<file path="config.mk">
export PLATFORM = sky130hd
export DESIGN_NAME = ts_pmt_stream_entry_parser
export DESIGN_NICKNAME = d
export VERILOG_FILES = /design/src/sv/tspmt_pkg.sv /design/src/sv/tspmt_front.sv /design/src/sv/tspmt_queue.sv /design/src/sv/tspmt_back.sv /design/src/sv/ts_pmt_stream_entry_parser.sv
export SDC_FILE = /design/constraint.sdc
export NUM_CORES = 1
export LEC_CHECK = 0
export BUFFER_PORTS_ARGS = -buffer_cell sky130_fd_sc_hd__buf_2
export CELL_PAD_IN_SITES_DETAIL_PLACEMENT = 1
export CELL_PAD_IN_SITES_GLOBAL_PLACEMENT = 1
export CORE_MARGIN = 10
export CORE_UTILIZATION = 45
export CTS_CLUSTER_DIAMETER = 120
export DETAILED_ROUTE_END_ITERATION = 10
export PLACE_DENSITY_LB_ADDON = 0.1
export SLEW_MARGIN = 20
export SYNTH_ARGS = -nofsm -noshare
export SYNTH_HDL_FRONTEND = slang
export SYNTH_SLANG_ARGS = --single-unit
</file>
<file path="constraint.sdc">
create_clock -name clk -period 3.6 [get_ports clk]
set_input_delay 0.72 -clock clk [delete_from_list [all_inputs] [get_ports clk]]
set_output_delay 0.72 -clock clk [all_outputs]
set_load 0.01 [all_outputs]
</file>
<file path="src/sv/tspmt_pkg.sv">
// ----------------------------------------------------------------------------
// tspmt_pkg: shared types for the PMT stream-entry parser
// Parse phases, widths and the record passed from the parser front to the
// result queue.
// ----------------------------------------------------------------------------
package tspmt_pkg;

	localparam int LEN_W  = 11;  // payload length / byte offset
	localparam int SKIP_W = 12;  // descriptor loop lengths
	localparam int PID_W  = 13;
	localparam int KIND_W = 8;

	localparam int Q_DEPTH = 4;
	localparam int Q_PTR_W = 2;
	localparam int Q_CNT_W = 3;

	typedef enum logic [2:0] {
		PH_IDLE   = 3'd0,
		PH_HDR    = 3'd1,
		PH_SKIP   = 3'd2,
		PH_ENTRY  = 3'd3,
		PH_PID_HI = 3'd4,
		PH_PID_LO = 3'd5,
		PH_ESL_HI = 3'd6,
		PH_ESL_LO = 3'd7
	} phase_t;

	// One record per byte that causes results: an entry, a close, or both.
	typedef struct packed {
		logic              has_entry;
		logic              has_done;
		logic [PID_W-1:0]  pid;
		logic [KIND_W-1:0] kind;
		logic              trunc;
	} rec_t;

endpackage

</file>
<file path="src/sv/tspmt_front.sv">
// ----------------------------------------------------------------------------
// tspmt_front: byte-level PMT section parser
// Walks the header, program info skip and stream entries one byte per cycle while
// accept is high, and pushes a result record for each byte that closes an entry or payload.
// ----------------------------------------------------------------------------
module tspmt_front #(
	parameter int MAX_PAYLOAD_BYTES = 1024,
	parameter int CRC_BYTES         = 4
) (
	input  logic                        clk,
	input  logic                        arst_n,
	input  logic                        accept,
	input  logic [7:0]                  data_byte,
	input  logic                        first_byte,
	input  logic [tspmt_pkg::LEN_W-1:0] payload_length,
	output logic                        push,
	output tspmt_pkg::rec_t             rec
);
	import tspmt_pkg::*;

	localparam logic [LEN_W+1:0] MAX_L = (LEN_W+2)'(MAX_PAYLOAD_BYTES);
	localparam logic [LEN_W-1:0] CRC_L = LEN_W'(CRC_BYTES);

	phase_t              phase_q, ph_eff, ph_mid, ph_d;
	logic [LEN_W-1:0]    off_q, off_eff, off_d;
	logic [SKIP_W-1:0]   skip_q, skip_eff, skip_mid, skip_d;
	logic [LEN_W-1:0]    len_q, len_sat, len_eff, limit;
	logic [KIND_W-1:0]   kind_q, kind_d;
	logic [4:0]          high_q, high_d;
	logic                active, last;

	always_comb begin
		len_sat = payload_length;
		if (len_sat == '0) begin
			len_sat = LEN_W'(1);
		end
		if ({2'b00, len_sat} > MAX_L) begin
			len_sat = MAX_L[LEN_W-1:0];
		end
	end

	// Next state
	always_comb begin
		active   = accept && (first_byte || phase_q != PH_IDLE);
		len_eff  = first_byte ? len_sat : len_q;
		off_eff  = first_byte ? '0 : off_q;
		skip_eff = first_byte ? '0 : skip_q;
		ph_eff   = first_byte ? PH_HDR : phase_q;
		limit    = (len_eff > CRC_L) ? len_eff - CRC_L : '0;

		ph_mid   = ph_eff;
		skip_mid = skip_eff;
		kind_d   = kind_q;
		high_d   = high_q;
		case (ph_eff)
			PH_HDR: begin
				if (off_eff == LEN_W'(2)) begin
					high_d = {1'b0, data_byte[3:0]};
				end else if (off_eff == LEN_W'(3)) begin
					skip_mid = {high_q[3:0], data_byte};
					ph_mid   = ({high_q[3:0], data_byte} != '0) ? PH_SKIP : PH_ENTRY;
				end
			end
			PH_SKIP: begin
				skip_mid = skip_eff - SKIP_W'(1);
				if (skip_mid == '0) begin
					ph_mid = PH_ENTRY;
				end
			end
			PH_ENTRY: begin
				if (off_eff < limit) begin
					kind_d = data_byte;
					ph_mid = PH_PID_HI;
				end
			end
			PH_PID_HI: begin
				high_d = data_byte[4:0];
				ph_mid = PH_PID_LO;
			end
			PH_PID_LO: begin
				ph_mid = PH_ESL_HI;
			end
			PH_ESL_HI: begin
				high_d = {1'b0, data_byte[3:0]};
				ph_mid = PH_ESL_LO;
			end
			PH_ESL_LO: begin
				skip_mid = {high_q[3:0], data_byte};
				ph_mid   = ({high_q[3:0], data_byte} != '0) ? PH_SKIP : PH_ENTRY;
			end
			default: begin
				ph_mid = ph_eff;
			end
		endcase

		last = ({1'b0, off_eff} + (LEN_W+1)'(1)) >= {1'b0, len_eff};
		if (last) begin
			ph_d   = PH_IDLE;
			off_d  = '0;
			skip_d = '0;
		end else begin
			ph_d   = ph_mid;
			off_d  = off_eff + LEN_W'(1);
			skip_d = skip_mid;
		end
	end

	// Outputs
	always_comb begin
		rec.has_entry = active && ph_eff == PH_PID_LO;
		rec.has_done  = active && last;
		rec.pid       = {high_q, data_byte};
		rec.kind      = kind_q;
		rec.trunc     = ph_mid != PH_ENTRY;
		push          = rec.has_entry || rec.has_done;
	end

	always_ff @(posedge clk or negedge arst_n) begin
		if (!arst_n) begin
			phase_q <= PH_IDLE;
			off_q   <= '0;
			skip_q  <= '0;
			len_q   <= '0;
			kind_q  <= '0;
			high_q  <= '0;
		end else if (active) begin
			phase_q <= ph_d;
			off_q   <= off_d;
			skip_q  <= skip_d;
			len_q   <= len_eff;
			kind_q  <= kind_d;
			high_q  <= high_d;
		end
	end

endmodule

</file>
<file path="src/sv/tspmt_queue.sv">
// ----------------------------------------------------------------------------
// tspmt_queue: result record queue
// Small FIFO between the parser front and the output back end.
// ----------------------------------------------------------------------------
module tspmt_queue (
	input  logic            clk,
	input  logic            arst_n,
	input  logic            push,
	input  tspmt_pkg::rec_t wr_rec,
	input  logic            pop,
	output tspmt_pkg::rec_t rd_rec,
	output logic            full,
	output logic            empty
);
	import tspmt_pkg::*;

	rec_t               mem_q [Q_DEPTH];
	logic [Q_PTR_W-1:0] wr_ptr_q, rd_ptr_q;
	logic [Q_CNT_W-1:0] cnt_q;

	assign full   = cnt_q == Q_CNT_W'(Q_DEPTH);
	assign empty  = cnt_q == '0;
	assign rd_rec = mem_q[rd_ptr_q];

	always_ff @(posedge clk) begin
		if (push) begin
			mem_q[wr_ptr_q] <= wr_rec;
		end
	end

	always_ff @(posedge clk or negedge arst_n) begin
		if (!arst_n) begin
			wr_ptr_q <= '0;
			rd_ptr_q <= '0;
			cnt_q    <= '0;
		end else begin
			if (push) begin
				wr_ptr_q <= wr_ptr_q + Q_PTR_W'(1);
			end
			if (pop) begin
				rd_ptr_q <= rd_ptr_q + Q_PTR_W'(1);
			end
			case ({push, pop})
				2'b10:   cnt_q <= cnt_q + Q_CNT_W'(1);
				2'b01:   cnt_q <= cnt_q - Q_CNT_W'(1);
				default: cnt_q <= cnt_q;
			endcase
		end
	end

`ifndef SYNTHESIS
	a_no_overflow: assert property (@(posedge clk) disable iff (!arst_n) !(push && full))
		else $error("queue push while full");
	a_no_underflow: assert property (@(posedge clk) disable iff (!arst_n) !(pop && empty))
		else $error("queue pop while empty");
	a_cnt_bound: assert property (@(posedge clk) disable iff (!arst_n)
		cnt_q <= Q_CNT_W'(Q_DEPTH))
		else $error("queue count beyond depth");
	a_ptr_gap: assert property (@(posedge clk) disable iff (!arst_n)
		(wr_ptr_q - rd_ptr_q) == cnt_q[Q_PTR_W-1:0])
		else $error("queue pointers disagree with count");
`endif

endmodule

</file>
<file path="src/sv/tspmt_back.sv">
// ----------------------------------------------------------------------------
// tspmt_back: result issue
// Expands each queued record into one or two output results, entry first.
// ----------------------------------------------------------------------------
module tspmt_back (
	input  logic            clk,
	input  logic            arst_n,
	input  tspmt_pkg::rec_t head,
	input  logic            empty,
	output logic            pop,
	output logic            m_tvalid,
	input  logic            m_tready,
	output logic [23:0]     m_tdata,
	output logic            m_tuser,
	output logic            m_tlast
);
	import tspmt_pkg::*;

	logic sent_entry_q;
	logic show_entry, fire;

	always_comb begin
		show_entry = head.has_entry && !sent_entry_q;
		m_tvalid   = !empty;
		fire       = m_tvalid && m_tready;
		pop        = fire && (!show_entry || !head.has_done);
		m_tuser    = show_entry;
		m_tlast    = !show_entry;
		if (show_entry) begin
			m_tdata = {2'b00, 1'b0, head.kind, head.pid};
		end else begin
			m_tdata = {2'b00, head.trunc, {KIND_W{1'b0}}, {PID_W{1'b0}}};
		end
	end

	always_ff @(posedge clk or negedge arst_n) begin
		if (!arst_n) begin
			sent_entry_q <= 1'b0;
		end else if (fire) begin
			sent_entry_q <= show_entry && head.has_done;
		end
	end

endmodule

</file>
<file path="src/sv/ts_pmt_stream_entry_parser.sv">
// ----------------------------------------------------------------------------
// ts_pmt_stream_entry_parser: PMT section stream-entry parser
// Parses program map payload bytes into stream entries and a closing result.
//
//  channel | dir | request                | tdata / tuser / tlast
//  --------+-----+------------------------+-----------------------------------
//  s_*     | in  | one payload byte       | data_byte, payload_length / first
//  m_*     | out | one entry or one close | pid, kind, truncated / is_entry /
//          |     |                        | table_done
//
// One byte is taken per cycle while s_tready is high; each record is registered
// in the queue before its results leave. A byte that both finishes an entry and
// closes the payload yields two results in turn; the 4-record queue absorbs this.
// s_tready drops only while the result queue is full (m_tready held low).
// arst_n clears the parse phase, offsets and queue; no warm-up pass.
// ----------------------------------------------------------------------------
module ts_pmt_stream_entry_parser #(
	parameter int MAX_PAYLOAD_BYTES = 1024,
	parameter int CRC_BYTES         = 4
) (
	input  logic        clk,
	input  logic        arst_n,
	input  logic        s_tvalid,
	output logic        s_tready,
	input  logic [23:0] s_tdata,  // [7:0] data_byte, [18:8] payload_length, rest 0
	input  logic        s_tuser,  // [0] first_byte
	output logic        m_tvalid,
	input  logic        m_tready,
	output logic [23:0] m_tdata,  // [12:0] es_pid, [20:13] stream_kind,
	                              // [21] truncated, rest 0
	output logic        m_tuser,  // [0] is_entry
	output logic        m_tlast   // table_done
);
	import tspmt_pkg::*;

	logic q_full, q_empty, q_push, q_pop;
	rec_t push_rec, head_rec;
	logic s_fire;

	// Front stalls only on a full queue.
	assign s_tready = !q_full;
	assign s_fire   = s_tvalid && s_tready;

	tspmt_front #(
		.MAX_PAYLOAD_BYTES(MAX_PAYLOAD_BYTES),
		.CRC_BYTES        (CRC_BYTES)
	) u_front (
		.clk           (clk),
		.arst_n        (arst_n),
		.accept        (s_fire),
		.data_byte     (s_tdata[7:0]),
		.first_byte    (s_tuser),
		.payload_length(s_tdata[18:8]),
		.push          (q_push),
		.rec           (push_rec)
	);

	tspmt_queue u_queue (
		.clk   (clk),
		.arst_n(arst_n),
		.push  (q_push),
		.wr_rec(push_rec),
		.pop   (q_pop),
		.rd_rec(head_rec),
		.full  (q_full),
		.empty (q_empty)
	);

	tspmt_back u_back (
		.clk     (clk),
		.arst_n  (arst_n),
		.head    (head_rec),
		.empty   (q_empty),
		.pop     (q_pop),
		.m_tvalid(m_tvalid),
		.m_tready(m_tready),
		.m_tdata (m_tdata),
		.m_tuser (m_tuser),
		.m_tlast (m_tlast)
	);

endmodule

</file>
==> metrics <==
input/output buffers=between 40 and 50; Cells after Synth=636; number of remaining DRC errors=0; starting density of the core=45.8%; crit-path max FO=3; synth cell count leaders=edfxtp_1 (96), dfrtp_1 (58), nand2_1 (54); register bit total from synthesis=about 150; Max Slew Vio Count=0; layout cells sized above 1=around 36%; Routed wire per std cell=roughly 22 µm; dpl cells=~960; largest cells by area after synthesis=edfxtp_1 (36%), dfrtp_1 (18%), mux4_2 (6.5%), ha_1 (5.1%), nand2_1 (2.6%); RSZ-0062 raised after global routing=yes; Nets=833; Netlist cell types=71; hpwl dp=about 15000 µm; vias in the first global route=between 6000 and 7000; post-placement cell area=9100 µm²; Die ar.=between 20000 and 25000 µm²; clock power share=between 20 and 25%; Rel. slew slack=42.6%; critical path required time=a little under 4000 ps; final setup fails=1; routed vias/inst=~5.7; initial DRC count=between 200 and 300; min Tclk post-route=3700 ps; routed wire length=around 22000 µm; Peak Freq=between 200 and 300 MHz; number of max-cap violations=0; failing checks=negative setup slack; Area Growth Syn to Fin=26.2%; largest net degree at the start of global routing=between 50 and 60; I/O pins=57; Pre-Repair DR Iteration Count=4; clock slew at reported path FFs=about 80 ps; Placeable Area=17300 µm²; crit start category=input port; switching share of power=36.7%; DR vias=around 5800; clk root buf=clkbuf_16; syn_area_per_cell=around 12 µm²; Worst EP arrival=about 4100 ps; first-pass GRT wire length=34800 µm; P_leak=~4.2 nW; setup ws final=-98.1 ps; Setup Skew=~21 ps; routability cong.=roughly 0.84; Yosys top cell area share=36.4%; GRT Util Overall=18.6%; register area share after synthesis=54.7%; EDFF count, synth=96; reg-to-reg slack, setup=roughly 10 ps; Fin. Hold Viols=0; clock sinks=~150; Layout fillers=1799; warnings from Yosys=0; sequential share of power=between 30% and 40%; net load switching power=about 2.6 mW; Num CTS Buffers=17; Diodes inserted=0; Die H=153 µm; VDD IR-drop max=between 0.0003 and 0.0004 V; Period Utilization, post-route=103%; R2R depth=18; Final Cell Area=10000 µm²; hold crit path type=in -> async; antenna violations before repair=0; Slew @ Worst Pin=853 ps; Setup TNS=-98.1 ps; CTS Buffer Depth=2; P_int=around 4.5 mW; Worst setup EP type=flip-flop; Async SR Flop Fraction=37.7%; Main synth FF type=edfxtp_1; Mapped Area=7930 µm²; PwrDens=706 nW/µm²; Finished Layout Cells=around 1000; Logic pwr share=between 40% and 50%; Skew-Pair Late Insertion Delay=approximately 440 ps; # rows=48; top-count cell post-synth=edfxtp_1; Final ANT Viol Nets=0; hold-fix buffers at CTS=0; GRT overflow=0; CTS tree=done; status=finished with violations; cell taking the most area after synthesis=edfxtp_1; Die Wd=153 µm; hold_ws=between 400 and 500 ps; H-Tree Depth=4; critical path class=in -> reg; final core occ=57.8%
layout by cell type (no fill, tap or decap), drive strengths merged, types with 3 or more instances in the layout:
| cell | count |
|---|---|
| or3 | 5 |
| ha | 32 |
| o22ai | 14 |
| mux2i | 4 |
| edfxtp | 96 |
| mux2 | 13 |
| and3 | 11 |
| a211oi | 3 |
| a21oi | 23 |
| clkbuf | 18 |
| nand2 | 54 |
| dfrtp | 58 |
| a31oi | 5 |
| a22o | 6 |
| nor2 | 27 |
| and2 | 28 |
| a31o | 5 |
| mux4 | 23 |
| a211o | 3 |
| buf | 146 |
| o21ai | 22 |
| a21o | 9 |
| a41oi | 4 |
| o21a | 3 |
| nand3 | 14 |
| clkinv | 6 |
| nor2b | 16 |
| o22a | 5 |
| nand4 | 5 |
| xor2 | 11 |
| nor3b | 3 |
| a22oi | 13 |
| nor4 | 7 |
| nand2b | 5 |
| nor3 | 11 |
| inv | 32 |
| xnor2 | 16 |
area by class of cell:
class | count | area (µm²) | share of cell area, %
flip-flops and latches | 154 | 4330 | 43.3
multi-input cells | 427 | 3670 | 36.7
repair buffers | 146 | 1070 | 10.7
clock buffers | 18 | 439 | 4.39
well taps | 225 | 282 | 2.81
clock inverters | 14 | 111 | 1.11
inverters | 25 | 95.1 | 0.950
what timing repair did:
item                                    CTS  global route
endpoints found under the setup margin   10           114
cloned                                    0             0
setup buffers                             9             5
resized for setup                        15            32
pin swaps                                16            13
power groups by stage:
stage / Clock, mW / Sequential, mW / Combinational, mW
floorplan: 0 / 2.37 / 1.84
global placement: 0 / 2.50 / 2.59
detailed placement: 0 / 2.52 / 2.71
CTS: 1.74 / 2.49 / 2.76
global route: 1.82 / 2.54 / 3.16
finish: 1.71 / 2.50 / 2.85
sequential cells by signal (all words and copies together) (netlist names):
name	flops
u_queue.mem_q	96
u_front.skip_q	12
u_front.len_q	11
u_front.off_q	11
u_front.kind_q	8
u_front.high_q	5
u_front.phase_q	3
u_queue.cnt_q	3
u_queue.rd_ptr_q	2
u_queue.wr_ptr_q	2
u_back.sent_entry_q	1
metrics by stage:
| stage | worst slack, ps | total power [mW] |
|---|---|---|
| final | -98.1 | 7.06 |
| after global routing | -260 | 7.52 |
| after CTS | -145 | 6.99 |
| after detailed placement | -704 | 5.23 |
| after global placement | -662 | 5.09 |
| after floorplan | -633 | 4.21 |
routing by layer:
metal	vias to the layer above	routed length (µm)	GRT usage [%]
li1	2660	-	-
met1	3002	9090	21.5
met2	107	11700	33.5
met3	30	689	3.39
met4	0	385	6.68
met5	-	0	0
worst paths after layout:
check	startpoint	end
worst min register to register	u_queue.cnt_q[2]	u_queue.cnt_q[2]
max in group asynchronous	arst_n	u_front.off_q[6]
worst max-delay path	s_tuser	u_queue.cnt_q[2]
min in group clk	u_queue.cnt_q[2]	u_queue.cnt_q[2]
worst min-delay path	arst_n	u_front.skip_q[8]
worst max register to register	u_front.off_q[0]	u_queue.cnt_q[2]
cell families (layout without fill, tap and decap cells):
family / after synthesis / count (layout) / synth area share, %
AOI/OAI and AO/OA: 129 / 129 / 11.6
xor gates and xnor gates: 27 / 27 / 2.98
adders and majority gates: 33 / 33 / 5.30
buffers and inverters: 56 / 203 / 3.12
DFF: 154 / 154 / 54.7
muxes: 40 / 40 / 9.08
other: 1 / 2 / 0.0473
and+or+nand+nor: 196 / 196 / 13.2
critical path, cell delays in order:
cell and delay [ps]:
buf_6 100, buf_6 120, buf_12 120, nor2b_4 120, ha_4 160, nand3_4 120, xnor2_4 190, ha_1 330
a21o_1 170, a211o_1 270, a41oi_2 240, o211ai_1 180, a21o_1 220, inv_2 70, ha_4 130, inv_2 40
fa_2 330, xor2_1 170, nor2_1 110, xor2_1 150
(Power assumes the default switching activity.)
